File: src/sv/isi_ram.sv
// Generic single-write, single-read RAM with registered read data.
`timescale 1ns / 1ps
module isi_ram #(
    parameter int WIDTH = 8,
    parameter int DEPTH = 2,
    localparam int AW = (DEPTH > 1) ? $clog2(DEPTH) : 1
) (
    input  logic             clk,
    input  logic             we,
    input  logic [AW-1:0]    waddr,
    input  logic [WIDTH-1:0] wdata,
    input  logic [AW-1:0]    raddr,
    output logic [WIDTH-1:0] rdata
);

    logic [WIDTH-1:0] mem_reg [DEPTH];
    logic [WIDTH-1:0] rdata_reg;

    always_ff @(posedge clk)
    begin
        if (we)
        begin
            mem_reg[waddr] <= wdata;
        end
        rdata_reg <= mem_reg[raddr];
    end

    assign rdata = rdata_reg;

endmodule

File: config.mk
export PLATFORM = sky130hd
export DESIGN_NAME = isi_ram
export DESIGN_NICKNAME = d
export VERILOG_FILES = /design/src/sv/isi_ram.sv
export SDC_FILE = /design/constraint.sdc
export NUM_CORES = 1
export LEC_CHECK = 0
export BUFFER_PORTS_ARGS = -buffer_cell sky130_fd_sc_hd__buf_2
export CAP_MARGIN = 25
export CORE_MARGIN = 2
export CORE_UTILIZATION = 35
export CTS_CLUSTER_DIAMETER = 40
export CTS_CLUSTER_SIZE = 14
export DETAILED_ROUTE_END_ITERATION = 12
export SYNTH_ARGS = -nofsm -noshare
export SYNTH_HDL_FRONTEND = slang
export SYNTH_SLANG_ARGS = --single-unit
File: constraint.sdc
create_clock -name clk -period 0.8 [get_ports clk]
set_input_delay 0 -clock clk [delete_from_list [all_inputs] [get_ports clk]]
set_output_delay 0 -clock clk [all_outputs]
set_load 0.05 [all_outputs]
==> flow_summary.json, run 1 <==
{
  "status": "finished, final reports clean",
  "crit_path_end_kind": "output pin",
  "cap_viol_max_count": 0,
  "synth-seq-cells": 24,
  "hp-class": "in2reg",
  "fmaxAchievable_ghz": 1.27,
  "synth_area_leaders": "edfxtp_1 (61%), dfxtp_1 (20%), mux2_4 (15%)",
  "syn_to_final_growth_pct": 39.1,
  "yosys_warnings": 0,
  "syn_avg_cell_area_sq_um": 22.4,
  "die-area_sq_um": 2640,
  "start_kind": "register",
  "crit_type": "reg2out",
  "core_sq_um": 2170,
  "path_clk_slew_ns": 0.11,
  "syn_inst": 35,
  "wl_per_cell_um": 10.2,
  "synth_cell_types": 6,
  "slew_viol_final": 0,
  "largest_reg_flops": 16,
  "yosysTopAreaCellShare": 0.612,
  "post_cts.repair.setup_buffers": 0,
  "gp_congestion": 0.590,
  "maxSlewHeadroom": 0.770,
  "synth-edff-count": 16,
  "tightest_slew_ns": 0.345,
  "drive_gt1_frac": 0.606,
  "grt_util_all_layers": 0.0852,
  "regArea_sq_um": 651,
  "initial_core_util": 0.362,
  "ir_drop_uv": 1510,
  "die_x_um": 51.3,
  "cpMaxStageDelayCell": "dfxtp_2",
  "setup_violations": 0,
  "grt_pass1_wl_um": 1530,
  "final_antenna_net_count": 0,
  "fin_util": 0.503,
  "antenna_found_initial": 0,
  "yosysMostFrequentCell": "edfxtp_1",
  "vias": 383,
  "first_pass_iters": 3,
  "cts_tree": "done",
  "cts-htree-levels": 1,
  "yosys.area.top_type": "edfxtp_1",
  "grt_max_degree": 14,
  "critPathMaxFanout": 1,
  "fillers": 186,
  "n_antenna_cell": 0,
  "multi_input_area_sq_um": 133,
  "skew_ns": 0.00153,
  "yosysSeqAreaShare": 0.817,
  "fin_tns_setup_ns": 0,
  "clk_latency_ns": 0.29,
  "pin_count": 20,
  "finalCriticalPeriod_ns": 0.785,
  "port_buffers": 19,
  "synth_common_cells": "edfxtp_1 (16), dfxtp_1 (8), mux2_4 (8)",
  "timing.final.crit_share": 0.982,
  "cts_buffers": 3,
  "async_flop_share": 0,
  "routed_wl_um": 962,
  "synth_area_sq_um": 785,
  "synth_nets": 47,
  "power.density_nw_per_um2": 2210,
  "hold_viol": 0,
  "clk_path_buf_depth": 2,
  "synthFlopType": "edfxtp_1",
  "crit_chain": "buf_6",
  "required_ns": 0.80,
  "drc": 0,
  "nets": 79,
  "critPathMaxStageDelay_ns": 0.34,
  "arrival_ns": 0.79,
  "grt_pass1_vias": 373,
  "p_leak_nw": 0.441,
  "vias_per_cell": 4.07,
  "worst_hold_slack_ns": 0.128,
  "drtIter0Drc": 6,
  "rows": 17,
  "grt_overflow": 0,
  "die_h_um": 51.3,
  "cts_sinks": 24,
  "cp_num_buf_inv": 1,
  "rsz0062_at_grt": "yes",
  "root_buffer": "clkbuf_4",
  "crit_family": "flip-flops"
}
==> cells in the final DEF (no fill, tap or decap) <==
cell,Yosys,layout
and2_1,1,1
buf_2,0,11
buf_4,0,1
buf_6,1,7
buf_8,0,1
clkbuf_4,0,3
clkbuf_8,0,1
dfxtp_2,0,8
dlygate4sd3_1,0,8
edfxtp_1,16,16
mux2_4,8,8
nor2b_1,1,1
==> stage by stage <==
step | std cells | area [sq um] | total power (W) | setup WS [ns]
after floorplan | 35 | 785 | 0.00169 | 0.00656
after global placement | 82 | 911 | 0.00176 | 0.0597
after detailed placement | 82 | 911 | 0.00176 | 0.0238
after CTS | 94 | 1090 | 0.00244 | -0.00713
final | 94 | 1090 | 0.00241 | 0.0146
after global routing | 94 | 1090 | 0.00252 | -0.0339
==> layout make-up <==
type | instances | area share
flip-flops and latches | 24 | 0.596
repair buffers | 28 | 0.217
multi-input cells | 10 | 0.122
clock buffers | 4 | 0.0333
well taps | 28 | 0.0321
==> logic make-up after synthesis <==
group	Yosys count	synth area share
flops	24	0.817
mux	8	0.153
simple gates	2	0.0160
buf+inv	1	0.0144
==> worst paths after layout <==
path,start,to,slack [ns],cells past startpoint
setup / recovery,rdata[3]$_DFF_P_,rdata[3],0.01,1
hold / removal,raddr,rdata[2]$_DFF_P_,0.13,2
setup reg to reg,mem_reg[0][3]$_DFFE_PP_,rdata[3]$_DFF_P_,0.04,1
hold reg to reg,mem_reg[0][1]$_DFFE_PP_,rdata[1]$_DFF_P_,0.48,1
==> what timing repair did <==
action	in CTS	in global routing
hold endpoints to repair	16	0
hold buffers	8	0
cloned	0	0
resized for setup	24	1
setup endpoints to repair	8	8
pin swaps	0	0
==> metal layers <==
metal,share of wire,up-vias,track usage
met4,0,0,0.0263
met3,0.047,0,0.0351
met5,0,-,0
met2,0.56,13,0.149
li1,-,193,-
met1,0.40,177,0.0939
==> report_power, final <==
part / total [W] / switching [W] / internal (W)
combinational: 0.000370 / 0.000194 / 0.000177
clock: 0.000587 / 0.000310 / 0.000277
sequential: 0.00146 / 0.0000297 / 0.00143
No activity file was read; power rests on OpenSTA's default activity.
==> run 2, diff against run 1 <==
- ABC_AREA: default -> 1
- SLEW_MARGIN: default -> 40
==> flow_summary.json, run 2 <==
{
  "nets": 99,
  "rsz0062_at_grt": "yes",
  "dpl.hpwl_um": 747,
  "clk_path_buf_depth": 2,
  "synth-seq-cells": 24,
  "cts-htree-levels": 1,
  "grt_overflow": 0,
  "slew_viol_final": 0,
  "critPathMaxFanout": 1,
  "pin_count": 20,
  "fillers": 172,
  "final_common_cell": "nand2_1",
  "post_dp_cell_area_sq_um": 886,
  "wl_per_cell_um": 10.2,
  "grt_pass1_vias": 443,
  "grt_max_degree": 14,
  "critPathMaxStageDelay_ns": 0.35,
  "crit_path_end_kind": "output pin",
  "path_clk_slew_ns": 0.12,
  "ir_drop_uv": 1590,
  "async_flop_share": 0,
  "n_antenna_cell": 0,
  "root_buffer": "clkbuf_4",
  "start_kind": "register",
  "postLayoutCellArea_sq_um": 1080,
  "vias_per_cell": 4.16,
  "rows": 16,
  "synth-edff-count": 16,
  "post_cts.repair.setup_buffers": 0,
  "yosysMostFrequentCell": "nand2_1",
  "die_h_um": 50.6,
  "arrival_ns": 0.79,
  "timing.final.crit_share": 0.993,
  "grt_pass1_wl_um": 1870,
  "drive_gt1_frac": 0.372,
  "yosysSeqAreaShare": 0.842,
  "port_buffers": 19,
  "drc": 0,
  "synth_cell_types": 7,
  "setup_violations": 0,
  "yosys.area.top_type": "edfxtp_1",
  "largest_reg_flops": 16,
  "initial_core_util": 0.380,
  "crit_type": "reg2out",
  "dp_cells": 100,
  "clk_latency_ns": 0.30,
  "cpMaxStageDelayCell": "dfxtp_2",
  "synth_area_sq_um": 761,
  "power.total_w": 0.00231,
  "fin_tns_setup_ns": 0,
  "required_ns": 0.80,
  "syn_to_final_growth_pct": 41.8,
  "yosysTopAreaCellShare": 0.632,
  "final_antenna_net_count": 0,
  "cts_sinks": 24,
  "fmaxAchievable_ghz": 1.26,
  "syn_inst": 54,
  "first_pass_iters": 4,
  "synth_area_leaders": "edfxtp_1 (63%), dfxtp_1 (21%), nand2_1 (12%)",
  "maxSlewHeadroom": 0.791,
  "yosys_warnings": 0,
  "hp-class": "in2reg",
  "cts_tree": "done",
  "final-instance-count-excl-fill": 113,
  "status": "finished, final reports clean",
  "synthFlopType": "edfxtp_1",
  "core_sq_um": 2000,
  "synth_nets": 66,
  "finalCriticalPeriod_ns": 0.794,
  "power.density_nw_per_um2": 2140,
  "p_leak_nw": 0.465,
  "die-area_sq_um": 2560,
  "setup_ws_ns": 0.00584,
  "cts_buffers": 3,
  "grt_util_all_layers": 0.108,
  "final_cell_mix": "nand2_1 (25), edfxtp_1 (16), buf_2 (10)",
  "syn_avg_cell_area_sq_um": 14.1,
  "vias": 470,
  "hold_viol": 0,
  "crit_family": "flip-flops",
  "crit_chain": "buf_6",
  "cap_viol_max_count": 0,
  "routed_wl_um": 1150,
  "gp_congestion": 0.697,
  "dpl_worst_slack_ns": 0.0646,
  "die_x_um": 50.6,
  "drtIter0Drc": 9,
  "skew_ns": 0.000761,
  "tightest_slew_ns": 0.313,
  "synth_common_cells": "nand2_1 (25), edfxtp_1 (16), dfxtp_1 (8), inv_1 (2)",
  "cp_num_buf_inv": 1,
  "antenna_found_initial": 0
}
run 2: worst paths after layout:
check                               start                       to  slack (ns)  cells past startpoint
setup / recovery         rdata[6]$_DFF_P_                 rdata[6]       0.006                      1
setup reg to reg  mem_reg[1][0]$_DFFE_PP_         rdata[0]$_DFF_P_        0.19                      2
hold / removal                      waddr  mem_reg[0][2]$_DFFE_PP_        0.15                      3
hold reg to reg   mem_reg[0][4]$_DFFE_PP_         rdata[4]$_DFF_P_        0.45                      2
run 2: kinds of logic (layout without fill, tap and decap cells):
| kind of cell | Yosys count | in the layout | share of synthesized area |
|---|---|---|---|
| buffers and inverters | 4 | 36 | 0.0296 |
| flip-flops | 24 | 24 | 0.842 |
| AND/OR/NAND/NOR | 26 | 26 | 0.128 |
run 2: power breakdown:
part | internal [W] | switching, W
Clock | 0.000182 | 0.000320
Sequential | 0.00143 | 0.0000307
Combinational | 0.000148 | 0.000206
Total | 0.00176 | 0.000557
run 2: layout make-up:
class | count | area (sq um) | share of cell area
Inverter | 3 | 13.8 | 0.0128
Timing Repair Buffer | 29 | 256 | 0.238
Tap cell | 27 | 33.8 | 0.0313
Clock buffer | 3 | 22.5 | 0.0209
Sequential cell | 24 | 651 | 0.603
Multi-Input combinational cell | 26 | 97.6 | 0.0905
Clock inverter | 1 | 3.75 | 0.00348
run 2: layer usage:
layer | wire length (um) | share of wire | GRT usage | vias up
met5 | 0 | 0 | 0 | -
met2 | 578 | 0.50 | 0.175 | 17
li1 | - | - | - | 243
met3 | 85 | 0.074 | 0.0625 | 2
met4 | 13 | 0.011 | 0.0405 | 0
met1 | 471 | 0.41 | 0.115 | 208
run 2: repair_timing:
| action | in CTS | in global routing |
|---|---|---|
| resized for setup | 25 | 4 |
| hold endpoints to repair | 20 | 0 |
| endpoints found under the setup margin | 8 | 10 |
| hold buffers | 9 | 0 |
run 2: per-stage QoR:
stage          hold WS (ns)  utilization
5_1_grt               0.143        0.539
3_5_place_dp          0.191        0.443
6_report              0.155        0.539
2_1_floorplan        0.0989            -
3_3_place_gp          0.188        0.443
4_1_cts               0.146        0.533
