**src/sv/isi_pkg.sv**
```systemverilog
// Shared constants, codes and types of the interval set insert block.
`timescale 1ns / 1ps
package isi_pkg;

    localparam int NUM_SOURCES_DEF   = 8;
    localparam int MAX_INTERVALS_DEF = 16;

    localparam int ID_W      = 64;
    localparam int SEQ_W     = 63;
    localparam int OUTCOME_W = 3;
    localparam int TOTAL_W   = 5;
    localparam int KIND_W    = 3;

    localparam logic [OUTCOME_W-1:0] OUT_COVERED  = 3'd0;
    localparam logic [OUTCOME_W-1:0] OUT_EXTENDED = 3'd1;
    localparam logic [OUTCOME_W-1:0] OUT_MERGED   = 3'd2;
    localparam logic [OUTCOME_W-1:0] OUT_INSERTED = 3'd3;
    localparam logic [OUTCOME_W-1:0] OUT_NEW      = 3'd4;
    localparam logic [OUTCOME_W-1:0] OUT_FULL     = 3'd5;

    // How the first qualifying interval relates to the new number.
    localparam logic [KIND_W-1:0] K_COV  = 3'd0;
    localparam logic [KIND_W-1:0] K_ELO  = 3'd1;
    localparam logic [KIND_W-1:0] K_EHI  = 3'd2;
    localparam logic [KIND_W-1:0] K_EHIM = 3'd3;
    localparam logic [KIND_W-1:0] K_BLW  = 3'd4;

    typedef struct packed {
        logic              found;
        logic [KIND_W-1:0] kind;
    } chain_t;

    typedef struct packed {
        logic we;
        logic load_new;
        logic ins;
        logic mrg;
        logic apnd;
    } cell_ctrl_t;

endpackage

```
**src/sv/isi_ram.sv**
```systemverilog
// Generic single-write, single-read RAM with registered read data.
`timescale 1ns / 1ps
module isi_ram #(
    parameter int WIDTH = 8,
    parameter int DEPTH = 2,
    localparam int AW = (DEPTH > 1) ? $clog2(DEPTH) : 1
) (
    input  logic             clk,
    input  logic             we,
    input  logic [AW-1:0]    waddr,
    input  logic [WIDTH-1:0] wdata,
    input  logic [AW-1:0]    raddr,
    output logic [WIDTH-1:0] rdata
);

    logic [WIDTH-1:0] mem_reg [DEPTH];
    logic [WIDTH-1:0] rdata_reg;

    always_ff @(posedge clk)
    begin
        if (we)
        begin
            mem_reg[waddr] <= wdata;
        end
        rdata_reg <= mem_reg[raddr];
    end

    assign rdata = rdata_reg;

endmodule

```
**src/sv/isi_cell.sv**
```systemverilog
// One interval slot of the chain: holds entry IDX of every source's list.
`timescale 1ns / 1ps
module isi_cell #(
    parameter int NUM_SOURCES = isi_pkg::NUM_SOURCES_DEF,
    parameter int CNT_W       = 5,
    parameter int IDX         = 0,
    parameter int SRC_W       = 3
) (
    input  logic                      clk,
    input  logic                      rst_n,
    input  logic [SRC_W-1:0]          addr,
    input  isi_pkg::cell_ctrl_t       ctrl,
    input  logic [isi_pkg::SEQ_W-1:0] seq,
    input  logic [CNT_W-1:0]          cnt,
    input  isi_pkg::chain_t           chain_in,
    output isi_pkg::chain_t           chain_out,
    input  logic [isi_pkg::SEQ_W-1:0] left_start,
    input  logic [isi_pkg::SEQ_W-1:0] left_end,
    input  logic [isi_pkg::SEQ_W-1:0] right_start,
    input  logic [isi_pkg::SEQ_W-1:0] right_end,
    input  logic                      right_touch,
    output logic [isi_pkg::SEQ_W-1:0] start_q,
    output logic [isi_pkg::SEQ_W-1:0] end_q,
    output logic                      touch
);

    localparam int SW = isi_pkg::SEQ_W;

    logic [2*SW-1:0]         rdata;
    logic [2*SW-1:0]         wdata;
    logic [SW-1:0]           st;
    logic [SW-1:0]           en;
    logic [SW-1:0]           new_start;
    logic [SW-1:0]           new_end;
    logic [SW:0]             n_x;
    logic [SW:0]             st_x;
    logic [SW:0]             en_x;
    logic                    live;
    logic                    cov;
    logic                    elo;
    logic                    ehi;
    logic                    blw;
    logic                    qual;
    logic                    first;
    logic                    at_cnt;
    logic [isi_pkg::KIND_W-1:0] kind;
    isi_pkg::chain_t         chain_reg;
    isi_pkg::chain_t         chain_next;

    isi_ram #(
        .WIDTH (2 * SW),
        .DEPTH (NUM_SOURCES)
    ) u_ram (
        .clk   (clk),
        .we    (ctrl.we),
        .waddr (addr),
        .wdata (wdata),
        .raddr (addr),
        .rdata (rdata)
    );

    assign st   = rdata[2*SW-1:SW];
    assign en   = rdata[SW-1:0];
    assign n_x  = {1'b0, seq};
    assign st_x = {1'b0, st};
    assign en_x = {1'b0, en};

    assign live   = CNT_W'(IDX) < cnt;
    assign at_cnt = CNT_W'(IDX) == cnt;
    assign cov    = (seq >= st) && (seq <= en);
    assign elo    = (n_x + 1'b1) == st_x;
    assign ehi    = n_x == (en_x + 1'b1);
    assign blw    = seq < st;
    assign qual   = live && (cov || ehi || blw);
    assign first  = qual && !chain_in.found;
    assign touch  = live && elo;

    always_comb
    begin
        if (cov)
        begin
            kind = isi_pkg::K_COV;
        end
        else if (elo)
        begin
            kind = isi_pkg::K_ELO;
        end
        else if (ehi)
        begin
            kind = right_touch ? isi_pkg::K_EHIM : isi_pkg::K_EHI;
        end
        else
        begin
            kind = isi_pkg::K_BLW;
        end
    end

    // The first hit travels down the chain one cell per cycle.
    always_comb
    begin
        if (chain_in.found)
        begin
            chain_next = chain_in;
        end
        else
        begin
            chain_next.found = qual;
            chain_next.kind  = kind;
        end
    end

    always_ff @(posedge clk or negedge rst_n)
    begin
        if (!rst_n)
        begin
            chain_reg <= '0;
        end
        else
        begin
            chain_reg <= chain_next;
        end
    end

    assign chain_out = chain_reg;

    // Cells past the hit shift right on insert and left on merge.
    always_comb
    begin
        new_start = st;
        new_end   = en;
        if (ctrl.load_new)
        begin
            new_start = seq;
            new_end   = seq;
        end
        else if (first)
        begin
            case (kind)
                isi_pkg::K_ELO:
                begin
                    new_start = seq;
                end
                isi_pkg::K_EHI:
                begin
                    new_end = seq;
                end
                isi_pkg::K_EHIM:
                begin
                    new_end = right_end;
                end
                isi_pkg::K_BLW:
                begin
                    if (ctrl.ins)
                    begin
                        new_start = seq;
                        new_end   = seq;
                    end
                end
                default:
                begin
                    new_start = st;
                    new_end   = en;
                end
            endcase
        end
        else if (chain_in.found)
        begin
            if (ctrl.ins)
            begin
                new_start = left_start;
                new_end   = left_end;
            end
            else if (ctrl.mrg)
            begin
                new_start = right_start;
                new_end   = right_end;
            end
        end
        else if (ctrl.apnd && at_cnt)
        begin
            new_start = seq;
            new_end   = seq;
        end
    end

    assign wdata   = {new_start, new_end};
    assign start_q = st;
    assign end_q   = en;

endmodule

```
**config.mk**
```make
export PLATFORM = sky130hd
export DESIGN_NAME = isi_cell
export DESIGN_NICKNAME = d
export VERILOG_FILES = /design/src/sv/isi_pkg.sv /design/src/sv/isi_ram.sv /design/src/sv/isi_cell.sv
export SDC_FILE = /design/constraint.sdc
export NUM_CORES = 2
export LEC_CHECK = 0
export ABC_AREA = 0
export BUFFER_PORTS_ARGS = -buffer_cell sky130_fd_sc_hd__buf_2
export CELL_PAD_IN_SITES_DETAIL_PLACEMENT = 0
export CELL_PAD_IN_SITES_GLOBAL_PLACEMENT = 1
export CORE_AREA = 10 10 497 499
export CTS_CLUSTER_DIAMETER = 120
export DETAILED_ROUTE_END_ITERATION = 8
export DIE_AREA = 0 0 507 509
export PLACE_DENSITY_LB_ADDON = 0.1
export SYNTH_ARGS = -nofsm -noshare
export SYNTH_HDL_FRONTEND = slang
export SYNTH_SLANG_ARGS = --single-unit
```
**constraint.sdc**
```tcl
create_clock -name clk -period 5.2 [get_ports clk]
set_clock_uncertainty 0.1 [all_clocks]
set_input_delay 0.52 -clock clk [delete_from_list [all_inputs] [get_ports clk]]
set_output_delay 0.52 -clock clk [all_outputs]
set_load 0.01 [all_outputs]
```
==> metrics.yaml <==
peakVddDrop_mv: 0.2904
max_freq_mhz: 196.9
cts_max_level: 4
path_max_fanout: 9
synth.net_count: 5056
cts_tree: "built"
switching_share: 0.2899
synth_area_mm2: 0.05655
stdcell_count: 8752
synth_cell_types: 84
start_util: 0.2386
slew_violations: 0
postRouteAntennaNets: 0
synth-edff-count: 1008
wl_um: 302200
first_pass_iters: 6
critPathTopFamily: "simple AND/OR/NAND/NOR gates"
slowest_delay_ps: 520
grt_pass1_vias: 45120
r2r_slack_ps: 120
clock_sinks: 1138
yosysSeqAreaShare: 0.5817
clkTransAtPathRegs_ps: 60
ys_ff_latch: 1138
coreArea_mm2: 0.2370
final_hold_viol_count: 0
crit_start: "u_ram.rdata[123]"
synth_ff_type: "edfxtp_1"
place.gp.congestion: 0.8810
dp_hpwl_um: 213100
drt_iter0_markers: 3876
worstRegToRegCells: 21
worst_slew_pin_slew_ps: 1160
die_w_um: 507
pwr_density_cell_mw_per_mm2: 351.8
multi_input_area_mm2: 0.02214
rows: 179
grt_overflow: 0
power_leakage_nw: 26.20
async_flop_share: 0.003515
grtUsageTotal: 0.2245
die_height_um: 509
finalSetupTns_ps: 0
pin_count: 466
min_period_ps: 5079
wl_per_cell_um: 34.53
critPathKind: "flop to flop"
largest_reg_flops: 1008
vias_per_cell: 5.216
yosysWarnings: 0
outcome: "finished, final reports clean"
path_cells: "inv_1 -> ha_1 -> nand4_1 -> nor3_1 -> nand2_1 -> buf_4 -> nor4_2 -> buf_4 -> o21ai_0 -> buf_4 -> nand4_1 -> nor4b_1 -> nor2_1 -> a211oi_4 -> buf_4 -> buf_4 -> a21o_2 -> buf_12 -> buf_12 -> a21oi_1 -> o22ai_4"
grt_max_degree: 124
cap_violations: 0
cts_buffers: 141
avgSynthCellArea_um2: 12.31
p_sw_mw: 7.381
antenna_found_initial: 46
p_clk_frac: 0.386
r2r-end: "u_ram.mem_reg[4][89]"
min_path_cells: 3
slowest_stage: "dfxtp_1"
hold_class: "input pin to flop"
insertion_delay_ps: 800
port-buffer-count: 465
arrival_ps: 5470
p_int_mw: 18.08
cp-end-kind: "flop"
grt_pass1_wl_um: 403400
yosys.area.top_type_share: 0.5353
syn_to_final_growth_pct: 28.00
finalSetupViolations: 0
placedCellCount: 8451
cp.required_ps: 5590
drive_gt1_frac: 0.3009
slew-limit-headroom: 0.2254
fin_nets: 5918
hold_start: "chain_in[3]"
synthTopCellsByArea: "edfxtp_1 54%, dfxtp_1 4.5%, mux2_2 4.2%"
min_period_over_period: 0.9767
combPwrFrac: 0.191
ff_latch_area_mm2: 0.03292
whs_endpoint: "chain_out[1]"
die_area_mm2: 0.2581
start_kind: "flop"
final_util: 0.3055
vias: 45650
path_common_cell: "buf_4"
seqPwrFrac: 0.423
crit_buf_inv: 8
worst_r2r_startpoint: "u_ram.rdata[123]"
clockBufferDepth: 3
fillers: 24390
cts_root_buf: "clkbuf_16"
post-route-drc-count: 0
yosys.area.top_type: "edfxtp_1"
synthCells: 4593
[worst register-to-register path, cell delays in order, from the launching register on]
cell	delay, ps
dfxtp_1	520
inv_1	90
ha_1	330
nand4_1	130
nor3_1	430
nand2_1	200
buf_4	210
nor4_2	390
buf_4	200
o21ai_0	80
buf_4	170
nand4_1	110
nor4b_1	100
nor2_1	350
a211oi_4	130
buf_4	160
buf_4	130
a21o_2	230
buf_12	160
buf_12	150
a21oi_1	250
o22ai_4	150
[layout make-up]
class	count	area share
diodes	15	0.0005186
clock buffers	194	0.05490
clock inverters	64	0.008038
inverters	163	0.008471
multi-input cells	2927	0.3058
flip-flops and latches	1138	0.4548
well taps	3167	0.05475
repair buffers	1084	0.1127
[cell usage after synthesis (all sizes together) (128+ instances only)]
cell type / count
buf: 136
nand2: 301
nor2: 255
a22oi: 160
mux2i: 185
mux2: 212
edfxtp: 1008
inv: 162
o221ai: 198
a21oi: 280
ha: 128
clkbuf: 229
[power groups by stage]
stage,clock [mW],combinational (mW),sequential [mW]
2_1_floorplan,0,2.07,11.0
3_3_place_gp,0,4.68,11.0
3_5_place_dp,0,4.70,11.0
4_1_cts,10.1,4.86,10.8
5_1_grt,10.4,5.16,10.8
6_report,9.82,4.86,10.8
[cell families (layout without fill, tap and decap cells)]
group	Yosys count	after routing	synth area share
AO/OA/AOI/OAI	1236	1236	0.1632
buffers and inverters	528	1505	0.03821
other	0	15	0
multiplexers	399	399	0.07576
flip-flops	1138	1138	0.5817
XOR/XNOR	164	164	0.02540
adder cells (fa/ha/maj)	128	128	0.02832
AND/OR/NAND/NOR	1000	1000	0.08742
[cells in the final DEF, fill, tap and decap left out, types with 128 or more instances in the layout]
cell / count
buf_2: 460
mux2i_1: 185
a21oi_1: 238
buf_4: 524
nand2_1: 298
a22oi_1: 158
ha_1: 128
edfxtp_1: 1008
clkbuf_16: 147
o221ai_1: 198
nor2_1: 242
inv_1: 160
mux2_2: 212
[worst max path at each step]
| stage | endpoint | slack [ps] | cells after the start |
|---|---|---|---|
| 2_1_floorplan | u_ram.mem_reg[6][0] | -790 | 7 |
| 4_1_cts | u_ram.mem_reg[6][28] | 7 | 17 |
| 3_5_place_dp | u_ram.mem_reg[3][63] | -520 | 16 |
| 5_1_grt | u_ram.mem_reg[1][33] | -10 | 18 |
| 6_report | u_ram.mem_reg[4][89] | 120 | 21 |
| 3_3_place_gp | u_ram.mem_reg[1][81] | -530 | 16 |
[timing repair]
action                      CTS  global route
pin swaps                    13            19
hold buffers                  4             0
hold endpoints to repair      7             0
gates cloned                  5             1
setup endpoints to repair  1008           926
buffers inserted              8            13
gates resized for setup      76            26
[layer usage]
metal	global-route usage	share of wire
met1	0.2995	0.44
met2	0.3669	0.46
met3	0.03420	0.052
met4	0.08402	0.042
met5	0	0.000023
[stage by stage]
step	setup WS, ps	hold slack, ps	cell area (um^2)	power (mW)
6_report	121.0	79.69	72380	25.46
5_1_grt	-11.51	39.72	72360	26.34
4_1_cts	7.313	5.495	72160	25.68
3_5_place_dp	-519.1	232.0	66920	15.66
3_3_place_gp	-527.4	232.3	66920	15.64
2_1_floorplan	-794.4	124.4	56590	13.06
Note: power is estimated with default switching activity, not from simulation.
